--- config.mk ---
export PLATFORM = sky130hd
export DESIGN_NAME = exyz_sincos
export DESIGN_NICKNAME = d
export VERILOG_FILES = /design/src/hw/rtl/exyz_pkg.sv /design/src/hw/rtl/exyz_sincos.sv
export VERILOG_INCLUDE_DIRS = /design/src /design/src/hw/rtl
export SDC_FILE = /design/constraint.sdc
export NUM_CORES = 1
export LEC_CHECK = 0
export BUFFER_PORTS_ARGS = -buffer_cell sky130_fd_sc_hd__buf_2
export CORE_ASPECT_RATIO = 0.75
export CORE_MARGIN = 2
export CORE_UTILIZATION = 35
export DETAILED_ROUTE_END_ITERATION = 8
export PLACE_DENSITY_LB_ADDON = 0.1
export SKIP_CTS_REPAIR_TIMING = 1
export SLEW_MARGIN = 20
export SYNTH_ARGS = -nofsm -noshare
export SYNTH_HDL_FRONTEND = slang
export SYNTH_SLANG_ARGS = --single-unit
--- constraint.sdc ---
create_clock -name clk_i -period 6.2 [get_ports clk_i]
set_input_delay 0.31 -clock clk_i [delete_from_list [all_inputs] [get_ports clk_i]]
set_output_delay 0.31 -clock clk_i [all_outputs]
set_load 0.01 [all_outputs]
--- src/hw/rtl/euler_xyz_line_rotation_assert.svh ---
// assertion macros shared by the sincos and axis rotation rtl files
`ifndef EULER_XYZ_LINE_ROTATION_ASSERT_SVH
`define EULER_XYZ_LINE_ROTATION_ASSERT_SVH

// same-cycle implication
`define EXYZ_ASSERT_NOW(lbl, pre, post) \
  lbl: assert property (@(posedge clk_i) disable iff (!rst_ni) (pre) |-> (post)) \
    else $error("assertion failed");

// next-cycle implication
`define EXYZ_ASSERT_NEXT(lbl, pre, post) \
  lbl: assert property (@(posedge clk_i) disable iff (!rst_ni) (pre) |=> (post)) \
    else $error("assertion failed");

`endif

--- src/hw/rtl/exyz_pkg.sv ---
package exyz_pkg;

  localparam int COORD_WIDTH_DEF = 32;
  localparam int FRAC_BITS_DEF   = 16;
  localparam int ANGLE_WIDTH_DEF = 16;

  localparam int NUM_POINTS  = 2;
  localparam int NUM_AXES    = 3;
  localparam int CFG_INDEX_W = 2;

  // cordic: 32 bits per turn for angles, 30 fractional bits for x and y
  localparam int TURN_W       = 32;
  localparam int CORDIC_W     = 34;
  localparam int CORDIC_FRAC  = 30;
  localparam int CORDIC_STEPS = 28;
  localparam int STEP_W       = 5;
  localparam int CORDIC_GAIN  = 652032874;

  localparam logic [TURN_W-1:0] ATAN_TURN32 [CORDIC_STEPS] = '{
    32'd536870912, 32'd316933406, 32'd167458907, 32'd85004756, 32'd42667331,
    32'd21354465, 32'd10680862, 32'd5340245, 32'd2670163, 32'd1335087,
    32'd667544, 32'd333772, 32'd166886, 32'd83443, 32'd41722, 32'd20861,
    32'd10430, 32'd5215, 32'd2608, 32'd1304, 32'd652, 32'd326, 32'd163,
    32'd81, 32'd41, 32'd20, 32'd10, 32'd5
  };

  typedef enum logic [CFG_INDEX_W-1:0] {
    REG_X_ANGLE = 2'd0,
    REG_Y_ANGLE = 2'd1,
    REG_Z_ANGLE = 2'd2
  } cfg_reg_e;

  typedef enum logic [1:0] {
    SC_IDLE,
    SC_LOAD,
    SC_ITER,
    SC_DONE
  } sc_state_e;

endpackage

--- src/hw/rtl/exyz_sincos.sv ---
`include "euler_xyz_line_rotation_assert.svh"

module exyz_sincos #(
  parameter int FRAC_BITS   = exyz_pkg::FRAC_BITS_DEF,
  parameter int ANGLE_WIDTH = exyz_pkg::ANGLE_WIDTH_DEF
) (
  input  logic                                          clk_i,
  input  logic                                          rst_ni,
  input  logic                                          cfg_valid_i,
  input  logic [exyz_pkg::CFG_INDEX_W-1:0]              cfg_index_i,
  input  logic [ANGLE_WIDTH-1:0]                        cfg_data_i,
  output logic                                          busy_o,
  output logic [exyz_pkg::NUM_AXES-1:0][FRAC_BITS+1:0]  cos_o,
  output logic [exyz_pkg::NUM_AXES-1:0][FRAC_BITS+1:0]  sin_o
);
  import exyz_pkg::*;

  localparam int TRIG_W = FRAC_BITS + 2;
  localparam int SH     = CORDIC_FRAC - FRAC_BITS;
  localparam int PAD_W  = TURN_W - ANGLE_WIDTH;
  localparam logic signed [CORDIC_W-1:0] HALF = CORDIC_W'(1) <<< (SH - 1);
  localparam logic signed [CORDIC_W-1:0] ONE  = CORDIC_W'(1) <<< FRAC_BITS;

  sc_state_e state_q, state_d;
  logic [CFG_INDEX_W-1:0] sel_q, sel_d;
  logic [STEP_W-1:0] step_q, step_d;
  logic signed [CORDIC_W-1:0] x_q, x_d, y_q, y_d, z_q, z_d;
  logic flip_q, flip_d;
  logic [NUM_AXES-1:0][ANGLE_WIDTH-1:0] ang_q, ang_d;
  logic [NUM_AXES-1:0][TRIG_W-1:0] cos_q, cos_d, sin_q, sin_d;

  logic [TURN_W-1:0] z32, zf;
  logic fold;
  logic signed [CORDIC_W-1:0] dx, dy, atan_s, xf, yf, xr, yr, xc, yc;

  always_ff @(posedge clk_i or negedge rst_ni) begin
    if (!rst_ni) begin
      state_q <= SC_LOAD;
      sel_q   <= REG_X_ANGLE;
      ang_q   <= '0;
    end else begin
      state_q <= state_d;
      sel_q   <= sel_d;
      ang_q   <= ang_d;
    end
  end

  always_ff @(posedge clk_i) begin
    step_q <= step_d;
    x_q    <= x_d;
    y_q    <= y_d;
    z_q    <= z_d;
    flip_q <= flip_d;
    cos_q  <= cos_d;
    sin_q  <= sin_d;
  end

  always_comb begin
    // fold angle into a quarter turn either side of zero
    z32  = {ang_q[sel_q], {PAD_W{1'b0}}};
    fold = (!z32[TURN_W-1] && z32[TURN_W-2] && (|z32[TURN_W-3:0])) ||
           (z32[TURN_W-1] && !z32[TURN_W-2]);
    zf   = fold ? {~z32[TURN_W-1], z32[TURN_W-2:0]} : z32;

    dx     = y_q >>> step_q;
    dy     = x_q >>> step_q;
    atan_s = CORDIC_W'(ATAN_TURN32[step_q]);

    xf = flip_q ? -x_q : x_q;
    yf = flip_q ? -y_q : y_q;
    xr = (xf + HALF) >>> SH;
    yr = (yf + HALF) >>> SH;
    xc = (xr > ONE) ? ONE : ((xr < -ONE) ? -ONE : xr);
    yc = (yr > ONE) ? ONE : ((yr < -ONE) ? -ONE : yr);

    state_d = state_q;
    sel_d   = sel_q;
    step_d  = step_q;
    x_d     = x_q;
    y_d     = y_q;
    z_d     = z_q;
    flip_d  = flip_q;
    ang_d   = ang_q;
    cos_d   = cos_q;
    sin_d   = sin_q;

    case (state_q)
      SC_IDLE: begin
      end
      SC_LOAD: begin
        x_d     = CORDIC_W'(CORDIC_GAIN);
        y_d     = '0;
        z_d     = CORDIC_W'($signed(zf));
        flip_d  = fold;
        step_d  = '0;
        state_d = SC_ITER;
      end
      SC_ITER: begin
        if (!z_q[CORDIC_W-1]) begin
          x_d = x_q - dx;
          y_d = y_q + dy;
          z_d = z_q - atan_s;
        end else begin
          x_d = x_q + dx;
          y_d = y_q - dy;
          z_d = z_q + atan_s;
        end
        step_d = step_q + STEP_W'(1);
        if (step_q == STEP_W'(CORDIC_STEPS - 1)) begin
          state_d = SC_DONE;
        end
      end
      SC_DONE: begin
        cos_d[sel_q] = xc[TRIG_W-1:0];
        sin_d[sel_q] = yc[TRIG_W-1:0];
        if (sel_q == REG_Z_ANGLE) begin
          state_d = SC_IDLE;
        end else begin
          sel_d   = sel_q + CFG_INDEX_W'(1);
          state_d = SC_LOAD;
        end
      end
      default: begin
        state_d = SC_IDLE;
      end
    endcase

    if (cfg_valid_i) begin
      case (cfg_index_i)
        REG_X_ANGLE: ang_d[REG_X_ANGLE] = cfg_data_i;
        REG_Y_ANGLE: ang_d[REG_Y_ANGLE] = cfg_data_i;
        REG_Z_ANGLE: ang_d[REG_Z_ANGLE] = cfg_data_i;
        default: begin
        end
      endcase
      state_d = SC_LOAD;
      sel_d   = REG_X_ANGLE;
    end
  end

  assign busy_o = (state_q != SC_IDLE);
  assign cos_o  = cos_q;
  assign sin_o  = sin_q;

  `EXYZ_ASSERT_NEXT(a_cfg_restarts, cfg_valid_i, busy_o)
  `EXYZ_ASSERT_NEXT(a_trig_hold, !busy_o && !cfg_valid_i, $stable(cos_q) && $stable(sin_q))
  `EXYZ_ASSERT_NEXT(a_done_next, state_q == SC_DONE, state_q == SC_IDLE || state_q == SC_LOAD)

endmodule

==> summary.md, run 1 <==
| Metric | Value |
|---|---|
| Count leader, synth | `nor2_1` |
| Syn Nets | `approximately 2,700` |
| Gpl congestion | `0.956` |
| Clock sink total | `about 270` |
| HP Class | `primary input to flop` |
| Hold Path Sink | `ang_q[36]` |
| Final hold viol count | `0` |
| Die area | `0.0727 mm2` |
| Top layer reached by signal wires | `met5` |
| Slowest-stage cell, CP | `or4b_1` |
| Pin count of the biggest net entering global routing | `just under 80` |
| Clock Path Buffers | `3` |
| Number of placement rows | `84` |
| CP Buf/Inv Count | `6` |
| Share of layout cells above drive strength 1 | `0.254` |
| Register area | `about 0.0078 mm2` |
| Grt ovf | `0` |
| First-pass GRT wire length | `approximately 130,000 um` |
| DRT Wirelength | `slightly below 90,000 um` |
| Flops & latches, synth | `between 200 and 300` |
| Starting DRC count in detailed routing | `about 2,300` |
| Layout Nets | `roughly 3,000` |
| RSZ-0062 raised after global routing | `yes` |
| IO Count | `130` |
| Setup TNS | `0 ns` |
| CTS Root Cell | `clkbuf_16` |
| Cell taking the most area after synthesis | `edfxtp_1` |
| Slew headroom | `0.259` |
| Synth top area share | `0.263` |
| Seq/Total Area, Yosys | `0.316` |
| DRC | `0` |
| Final worst path period need | `around 6 ns` |
| Vias in the first global route | `slightly above 20,000` |
| Origin of the critical flop-to-flop path | `step_q[1]` |
| CP max FO | `5` |
| Vias/cell | `around 5.8` |
| Outcome | `finished clean` |
| Max stage delay on crit path | `0.46 ns` |
| R2r setup slk | `between 0.07 and 0.08 ns` |
| P&R area growth vs syn | `20.1%` |
| Measured slew at the worst slew-check pin | `1.11 ns` |
| Met3 routed WL | `about 7100 um` |
| M1 WL | `~43,000 um` |
| Post-synthesis cell area | `about 0.025 mm2` |
| Worst r2r dst | `y_q[32]` |
| Hpwl dp | `64,700 um` |
| Pins over their slew limit | `0` |
| WL met2 | `between 30,000 and 40,000 um` |
| Synth area leaders | `edfxtp_1, mux4_2, ha_1` |
| CTS tree | `built` |
| Cell variety after synth | `approximately 110` |
| Most Frequent Cell on Critical Path | `buf_6` |
| Core ar. | `about 0.07 mm2` |
| Worst EP arrival | `about 6.4 ns` |
| Critical path required time | `6.49 ns` |
| YS warnings | `0` |
| Pre-antenna DRT Iters | `7` |
| Setup violations, final | `0` |
| Register-to-Register Path Depth | `25` |
| HP Start | `cfg_data_i[4]` |
| Hold_ws | `0.0109 ns` |
| TritonCTS buffer count | `34` |
| Synth cell count leaders | `nor2_1, edfxtp_1, nand2_1, a21oi_1` |
| Diode count | `0` |
| Max Freq | `approximately 160 MHz` |
| Cells after synthesis | `approximately 2,600` |
| Die width | `between 300 and 400 um` |
| Startpoint types | `flop` |
| Worst Skew | `between 0.02 and 0.025 ns` |
| Mean routed wirelength per cell | `22.8 um` |
| CTS clk-pin slew, worst paths | `0.07 ns` |
| Max-cap viol count | `0` |
| Area of the multi-input gates | `0.0163 mm2` |
| Crit share post-route | `0.988` |
| Ys flop type | `edfxtp_1` |
| Initial antenna violation count | `0` |
| Critical path class | `flop to flop` |
| Initial Util | `0.353` |
| Post-synth EDFFs | `about 220` |
| Worst-Skew Late Latency | `around 0.56 ns` |
| Hold Path Stages | `2` |
| H-tree lvl count | `2` |
| Antenna viol nets, final | `0` |
| Ys async rst share | `0.194` |
| Largest delay share family, worst path | `compound AO/OA/AOI/OAI gates` |
| Port bufs | `between 100 and 150` |
| Filler Cell Count | `6,842` |
| All-Layer GR Usage | `0.229` |
| Syn_area_per_cell | `about 9.5 um2` |
| Die Y | `234 um` |
| Critical Path End Type | `flop` |
| Via Count | `between 20,000 and 25,000` |
-- layout by cell type, fill, tap and decap left out, drive strengths merged, types with 22 or more instances in the layout --
cell and n:
buf 392, nor2 256, edfxtp 216, nand2 192, a21oi 181, o21ai 144, xnor2 139, ha 121
xor2 99, mux4 90, mux2i 83, inv 67, mux2 65, a21o 56, dfrtp 51, clkbuf 45
nor3 44, nand3 41, a31oi 39, and2 38, nor2b 36, a211oi 33, nand4 29, nor4 29
o22ai 28, nand2b 26, o211ai 25, o21a 24, and3 24, or3 22
-- layout make-up --
| class | count | area share |
|---|---|---|
| Clock inverter | 24 | 0.00966 |
| Timing Repair Buffer | 402 | 0.101 |
| Sequential cell | 268 | 0.263 |
| Clock buffer | 37 | 0.0291 |
| Tap cell | 946 | 0.0399 |
| Inverter | 63 | 0.00798 |
| Multi-Input combinational cell | 2099 | 0.550 |
-- kinds of logic after synthesis --
| logic type | count (synthesis) | synth area share |
|---|---|---|
| DFF | 268 | 0.316 |
| buffers and inverters | 237 | 0.0410 |
| adders and majority gates | 124 | 0.0638 |
| xor gates and xnor gates | 238 | 0.0844 |
| AOI/OAI and AO/OA | 701 | 0.186 |
| and+or+nand+nor | 798 | 0.163 |
| muxes | 238 | 0.146 |
-- how the worst max path moves through the flow --
| stage | slack (ns) | end | startpoint | cells past startpoint |
|---|---|---|---|---|
| finish | 0.07 | y_q[32] | step_q[1] | 25 |
| global route | -0.15 | y_q[32] | step_q[1] | 24 |
| CTS | -0.25 | x_q[30] | step_q[1] | 24 |
| detailed placement | -0.20 | x_q[30] | step_q[1] | 24 |
| global placement | -0.25 | x_q[30] | step_q[1] | 22 |
| floorplan | 0.24 | y_q[32] | step_q[1] | 23 |
-- sequential cells by signal, indices dropped and copies added (netlist names), 2 cells and up --
name,count
ang_q,48
cos_o,54
sel_q,2
z_q,34
y_q,34
sin_o,54
state_q,2
step_q,5
x_q,34
-- through the flow --
stage	instances	setup WS (ns)	instance area, um2	util
2_1_floorplan	2604	0.241	24700	-
3_3_place_gp	3747	-0.251	27700	0.396
3_5_place_dp	3747	-0.203	27700	0.396
4_1_cts	3808	-0.253	28800	0.413
5_1_grt	3839	-0.148	29600	0.424
6_report	3839	0.0715	29600	0.424
-- worst register-to-register path: stages, from the launching register on --
cell and delay [ns]:
edfxtp_1 0.41, buf_6 0.15, buf_6 0.12, clkbuf_16 0.15, mux4_2 0.43, mux2i_2 0.20
buf_4 0.19, nor2_4 0.05, nor4_2 0.27, buf_4 0.18, buf_6 0.09, nand4_1 0.15
nor4_4 0.38, nor2_1 0.10, xor2_1 0.20, ha_1 0.31, nand2_2 0.09, a2111oi_4 0.33
o21a_1 0.23, o211ai_1 0.14, o31a_1 0.35, o31a_1 0.29, o2111a_2 0.29, o31ai_4 0.23
a2111oi_2 0.11, or4b_1 0.46
-- layer usage --
layer,global-route usage,vias to the layer above
li1,-,10400
met1,0.358,11000
met2,0.325,884
met3,0.0412,88
met4,0.0454,2
met5,0,-
Power of run 1 is not shown: default switching activity piles up to over one toggle a cycle in this logic, so the estimate is an artifact.
==> inputs of run 2 (changes only) <==
--- a/config.mk
+++ b/config.mk
@@ -12,6 +12,7 @@
 export CORE_UTILIZATION = 35
 export DETAILED_ROUTE_END_ITERATION = 8
 export PLACE_DENSITY_LB_ADDON = 0.1
+export RECOVER_POWER = 25
 export SKIP_CTS_REPAIR_TIMING = 1
 export SLEW_MARGIN = 20
 export SYNTH_ARGS = -nofsm -noshare
==> run 2 against run 1 <==
Compared with the run above: the run now ends with max-capacitance violations, max-slew violations left; critical path type unchanged; via count decreased by 0.15%; critical endpoint unchanged; sequential share of layout area increased by 0.11 points; worst setup slack improved by 0.0019 ns; clock-buffer cell count unchanged.
==> summary.md, run 2 (synthesized netlist as in run 1, its figures left out) <==
| Metric | Value |
|---|---|
| Diode count | `0 (unchanged)` |
| Area of the multi-input gates | `0.0163 mm2 (unchanged)` |
| Max stage delay on crit path | `0.46 ns (about the same)` |
| Placed Cells | `3,747 (unchanged)` |
| Pin count of the biggest net entering global routing | `79 (unchanged)` |
| DRT Wirelength | `87,600 um (+0.24%)` |
| IO Count | `130 (unchanged)` |
| Most frequent cells in the layout | `nor2_1, buf_4, edfxtp_1` |
| CTS Root Cell | `clkbuf_16` |
| Port bufs | `129 (unchanged)` |
| Pins over their slew limit | `53 (+53)` |
| PnR worst setup slack | `0.0734 ns (+0.00190 ns)` |
| RSZ-0062 raised after global routing | `yes` |
| Hold Path Stages | `2 (unchanged)` |
| Slowest-stage cell, CP | `or4b_1` |
| Initial antenna violation count | `0 (unchanged)` |
| Die area | `0.0727 mm2 (unchanged)` |
| Grt ovf | `0 (unchanged)` |
| Max-cap viol count | `1 (+1)` |
| Outcome | `finished with violations` |
| Initial Util | `0.353 (unchanged)` |
| Mean routed wirelength per cell | `22.8 um (+0.24%)` |
| Worst EP arrival | `6.41 ns (about the same)` |
| Worst-Skew Late Latency | `0.56 ns (about the same)` |
| Pre-antenna DRT Iters | `7 (unchanged)` |
| Failing checks | `max-capacitance violations, max-slew violations` |
| Hpwl dp | `64,700 um (unchanged)` |
| Crit path from | `step_q[1]` |
| P&R area growth vs syn | `19.6%` |
| Register area | `0.00779 mm2 (unchanged)` |
| Final worst path period need | `6.13 ns (-0.00190 ns)` |
| Slew headroom | `-0.825 (-1.08)` |
| HP Class | `primary input to flop` |
| Max Freq | `163 MHz (about the same)` |
| Most Frequent Cell on Critical Path | `buf_6` |
| Startpoint types | `flop` |
| Share of layout cells above drive strength 1 | `0.222 (-0.0325)` |
| CTS tree | `built` |
| Crit path to | `y_q[32]` |
| Hold_ws | `0.0128 ns (+0.00188 ns)` |
| Post-route insts no fill | `3,839 (unchanged)` |
| Clock sink total | `268 (unchanged)` |
| Die width | `311 um (unchanged)` |
| Vias in the first global route | `20,600 (unchanged)` |
| Number of placement rows | `84 (unchanged)` |
| TritonCTS buffer count | `34 (unchanged)` |
| Largest delay share family, worst path | `compound AO/OA/AOI/OAI gates` |
| Final hold viol count | `0 (unchanged)` |
| R2r setup slk | `0.07 ns (about the same)` |
| CP max FO | `5 (unchanged)` |
| Crit share post-route | `0.988 (about the same)` |
| DRC | `0 (unchanged)` |
| DP Worst Slack | `-0.203 ns (unchanged)` |
| Worst Skew | `0.0236 ns (+0.000665 ns)` |
| Critical path class | `flop to flop` |
| Register-to-Register Path Depth | `25 (unchanged)` |
| Worst path depth | `25 (unchanged)` |
| Critical path required time | `6.49 ns (about the same)` |
| Antenna viol nets, final | `0 (unchanged)` |
| Worst r2r dst | `y_q[32]` |
| Starting DRC count in detailed routing | `2,372 (+2.9%)` |
| H-tree lvl count | `2 (unchanged)` |
| First-pass GRT wire length | `129,000 um (unchanged)` |
| Leading cell type in the layout, fill and taps excluded | `nor2_1` |
| Setup violations, final | `0 (unchanged)` |
| Origin of the critical flop-to-flop path | `step_q[1]` |
| CTS clk-pin slew, worst paths | `0.07 ns (about the same)` |
| Filler Cell Count | `6,897 (+0.80%)` |
| Die Y | `234 um (unchanged)` |
| Clock Path Buffers | `3 (unchanged)` |
| Critical Path End Type | `flop` |
| Via Count | `22,400 (-0.15%)` |
| All-Layer GR Usage | `0.229 (unchanged)` |
| Placed cell area | `0.0277 mm2 (unchanged)` |
| Vias/cell | `5.83 (-0.15%)` |
| Layout Nets | `3,013 (unchanged)` |
| Core ar. | `0.0699 mm2 (unchanged)` |
| Gpl congestion | `0.956 (unchanged)` |
| Final Cell Area | `0.0295 mm2 (-0.41%)` |
| Measured slew at the worst slew-check pin | `2.74 ns (+1.63 ns)` |
| CP Buf/Inv Count | `6 (unchanged)` |
## run 2: changes by cell type in the layout (fill, tap and decap cells not counted), sizes merged
cell    change
buf        -94
clkbuf     +94
## run 2: worst min path at each step
| stage | from | endpoint | slack [ns] |
|---|---|---|---|
| final | cfg_data_i[4] | ang_q[36] | 0.01 |
| after global routing | cfg_data_i[4] | ang_q[36] | 0.0006 |
| after CTS | rst_ni | ang_q[34] | -0.13 |
| after detailed placement | rst_ni | ang_q[1] | 0.47 |
| after global placement | rst_ni | ang_q[5] | 0.46 |
| after floorplan | rst_ni | ang_q[0] | 0.01 |
## run 2: final cells by class
type / instances / share of cell area
multi-input combinational: 2099 / 0.552
sequential: 268 / 0.264
timing repair buffer: 402 / 0.0975
tap: 946 / 0.0401
clock buffer: 37 / 0.0292
clock inverter: 24 / 0.00970
inverter: 63 / 0.00801
## run 2: layer usage
| layer | up-vias | wire length, um | global-route usage |
|---|---|---|---|
| met2 | 852 | 36000 | 0.325 |
| li1 | 10400 | - | - |
| met3 | 90 | 7010 | 0.0412 |
| met1 | 11000 | 43000 | 0.358 |
| met4 | 2 | 1600 | 0.0454 |
| met5 | - | 54 | 0 |
## run 2: through the flow
| stage | setup TNS [ns] | util |
|---|---|---|
| 2_1_floorplan | 0 | - |
| 3_3_place_gp | -0.347 | 0.396 |
| 3_5_place_dp | -0.454 | 0.396 |
| 4_1_cts | -0.717 | 0.413 |
| 5_1_grt | -0.628 | 0.422 |
| 6_report | 0 | 0.422 |
Power of run 2 is left out for the same reason.
==> inputs of run 3 (changes only) <==
--- a/config.mk
+++ b/config.mk
@@ -7,7 +7,6 @@
 export NUM_CORES = 1
 export LEC_CHECK = 0
 export BUFFER_PORTS_ARGS = -buffer_cell sky130_fd_sc_hd__buf_2
-export CORE_ASPECT_RATIO = 0.75
 export CORE_MARGIN = 2
 export CORE_UTILIZATION = 35
 export DETAILED_ROUTE_END_ITERATION = 8
==> run 3 against run 2 <==
Compared with the run above: the flow still finishes with violations (max-capacitance violations, max-slew violations); non-clock buffer count decreased by 24; clock skew fell by 0.0053 ns; register-to-register slack better by 0.11 ns; critical path depth up 1; sequential share of layout area up 0.32 points; clock-buffer cell count is 6 higher; flip-flop and latch count unchanged; utilization shrank 0.51 points; fmax grew 1.9%; first-iteration DRC count is 8.7% lower; routed wire length decreased by 1.3%; die area about the same; highest routed layer is now met4.
==> summary.md, run 3 (synthesized netlist as in run 1, its figures left out) <==
| Metric | Value |
|---|---|
| CP max FO | `7 (+2)` |
| M1 WL | `37,600 um (-12%)` |
| Failing checks | `max-capacitance violations, max-slew violations` |
| Worst EP arrival | `6.30 ns (-0.11 ns)` |
| Filler Cell Count | `7,009 (+1.6%)` |
| Critical path class | `flop to flop` |
| Die area | `0.0727 mm2 (about the same)` |
| H-tree lvl count | `2 (unchanged)` |
| First-pass GRT wire length | `131,000 um (+1.5%)` |
| Hold Path Stages | `2 (unchanged)` |
| IO Count | `130 (unchanged)` |
| Core ar. | `0.0699 mm2 (about the same)` |
| Final hold viol count | `0 (unchanged)` |
| Port bufs | `129 (unchanged)` |
| Critical path required time | `6.49 ns (about the same)` |
| RSZ-0062 raised after global routing | `yes` |
| Final Cell Area | `0.0292 mm2 (-1.2%)` |
| Diode count | `0 (unchanged)` |
| DRC | `0 (unchanged)` |
| Clock sink total | `268 (unchanged)` |
| Initial Util | `0.353 (about the same)` |
| Met3 routed WL | `4850 um (-31%)` |
| Crit share post-route | `0.970 (-0.0182)` |
| Via Count | `22,300 (-0.32%)` |
| HP Start | `cfg_data_i[15]` |
| DRT Wirelength | `86,500 um (-1.3%)` |
| Origin of the critical flop-to-flop path | `step_q[0]` |
| HP Class | `primary input to flop` |
| CTS Root Cell | `clkbuf_16` |
| Final worst path period need | `6.01 ns (-0.113 ns)` |
| Top layer reached by signal wires | `met4` |
| All-Layer GR Usage | `0.229 (about the same)` |
| Clock Path Buffers | `3 (unchanged)` |
| TritonCTS buffer count | `36 (+5.9%)` |
| Antenna viol nets, final | `0 (unchanged)` |
| Crit path from | `step_q[0]` |
| Register area | `0.00779 mm2 (unchanged)` |
| Share of layout cells above drive strength 1 | `0.206 (-0.0158)` |
| Vias in the first global route | `21,800 (+5.9%)` |
| Gpl congestion | `0.942 (-1.5%)` |
| Setup violations, final | `0 (unchanged)` |
| Pins over their slew limit | `53 (unchanged)` |
| Number of placement rows | `97 (+15%)` |
| Area of the multi-input gates | `0.0162 mm2 (-0.77%)` |
| Die Y | `270 um (+15%)` |
| Leading cell type in the layout, fill and taps excluded | `nor2_1` |
| Pin count of the biggest net entering global routing | `79 (unchanged)` |
| Layout Nets | `2,991 (-0.73%)` |
| P&R area growth vs syn | `18.2%` |
| Initial antenna violation count | `0 (unchanged)` |
| Slew headroom | `-0.850 (-0.0253)` |
| WL met2 | `41,300 um (+15%)` |
| Grt ovf | `0 (unchanged)` |
| Placed cell area | `0.0275 mm2 (-0.55%)` |
| Hpwl dp | `64,300 um (-0.58%)` |
| Worst Skew | `0.0182 ns (-0.00532 ns)` |
| Die width | `270 um (-13%)` |
| Outcome | `finished with violations` |
| Worst-Skew Late Latency | `0.56 ns (about the same)` |
| Startpoint types | `flop` |
| Measured slew at the worst slew-check pin | `2.78 ns (+0.0380 ns)` |
| Pre-antenna DRT Iters | `5 (-2)` |
| Most frequent cells in the layout | `nor2_1, buf_4, edfxtp_1` |
| Vias/cell | `5.85 (+0.39%)` |
| CTS tree | `built` |
| Starting DRC count in detailed routing | `2,166 (-8.7%)` |
| Max-cap viol count | `1 (unchanged)` |
| Critical Path End Type | `flop` |
| Mean routed wirelength per cell | `22.7 um (-0.65%)` |
| Max Freq | `166 MHz (+1.9%)` |
| Register-to-Register Path Depth | `26 (+4.0%)` |
| CTS clk-pin slew, worst paths | `0.06 ns (about the same)` |
run 3: metal layers:
metal  GRT usage  vias up
met2       0.385      817
met4      0.0757        0
met5           0        -
met3      0.0275      151
li1            -    10400
met1       0.304    11000
run 3: worst paths after layout:
kind / endpoint / slack [ns]
worst max register to register: y_q[33] / 0.19
min in group asynchronous: ang_q[33] / 1.19
worst min-delay path: ang_q[47] / 0.02
worst min register to register: ang_q[34] / 0.50
worst max-delay path: y_q[33] / 0.19
max in group asynchronous: ang_q[28] / 3.43
run 3: critical path, cell delays in order, from the launching register on:
cell,delay [ns]
edfxtp_1,0.46
buf_12,0.15
clkbuf_16,0.16
buf_8,0.12
mux4_2,0.54
buf_4,0.16
nand2_1,0.07
nand3_1,0.08
nand3_1,0.14
o21ai_0,0.29
nor4_2,0.34
buf_4,0.15
and2b_2,0.20
a21oi_1,0.09
xor2_1,0.19
ha_1,0.36
buf_4,0.14
nand2_1,0.05
a2111oi_0,0.60
a2111oi_2,0.16
buf_4,0.18
a21o_1,0.18
a211oi_1,0.32
o21ai_0,0.19
a21oi_1,0.20
xnor2_1,0.14
nor2_1,0.05
run 3: per-stage QoR:
stage | utilization | cells | worst slack [ns] | hold WS (ns) | TNS [ns]
after floorplan | - | 2604 | 0.241 | 0.0144 | 0
final | 0.417 | 3812 | 0.186 | 0.0202 | 0
after global routing | 0.417 | 3812 | -0.0351 | 0.0131 | -0.0866
after global placement | 0.394 | 3723 | -0.173 | 0.487 | -0.418
after detailed placement | 0.394 | 3723 | -0.347 | 0.384 | -0.710
after CTS | 0.410 | 3787 | -0.379 | -0.205 | -0.993
run 3: area by class of cell:
cell class,instances,share of cell area
multi-input cells,2099,0.554
flip-flops and latches,268,0.267
repair buffers,378,0.0912
well taps,940,0.0403
clock buffers,43,0.0321
inverters,63,0.00832
clock inverters,21,0.00703
Power of run 3 is left out for the same reason.
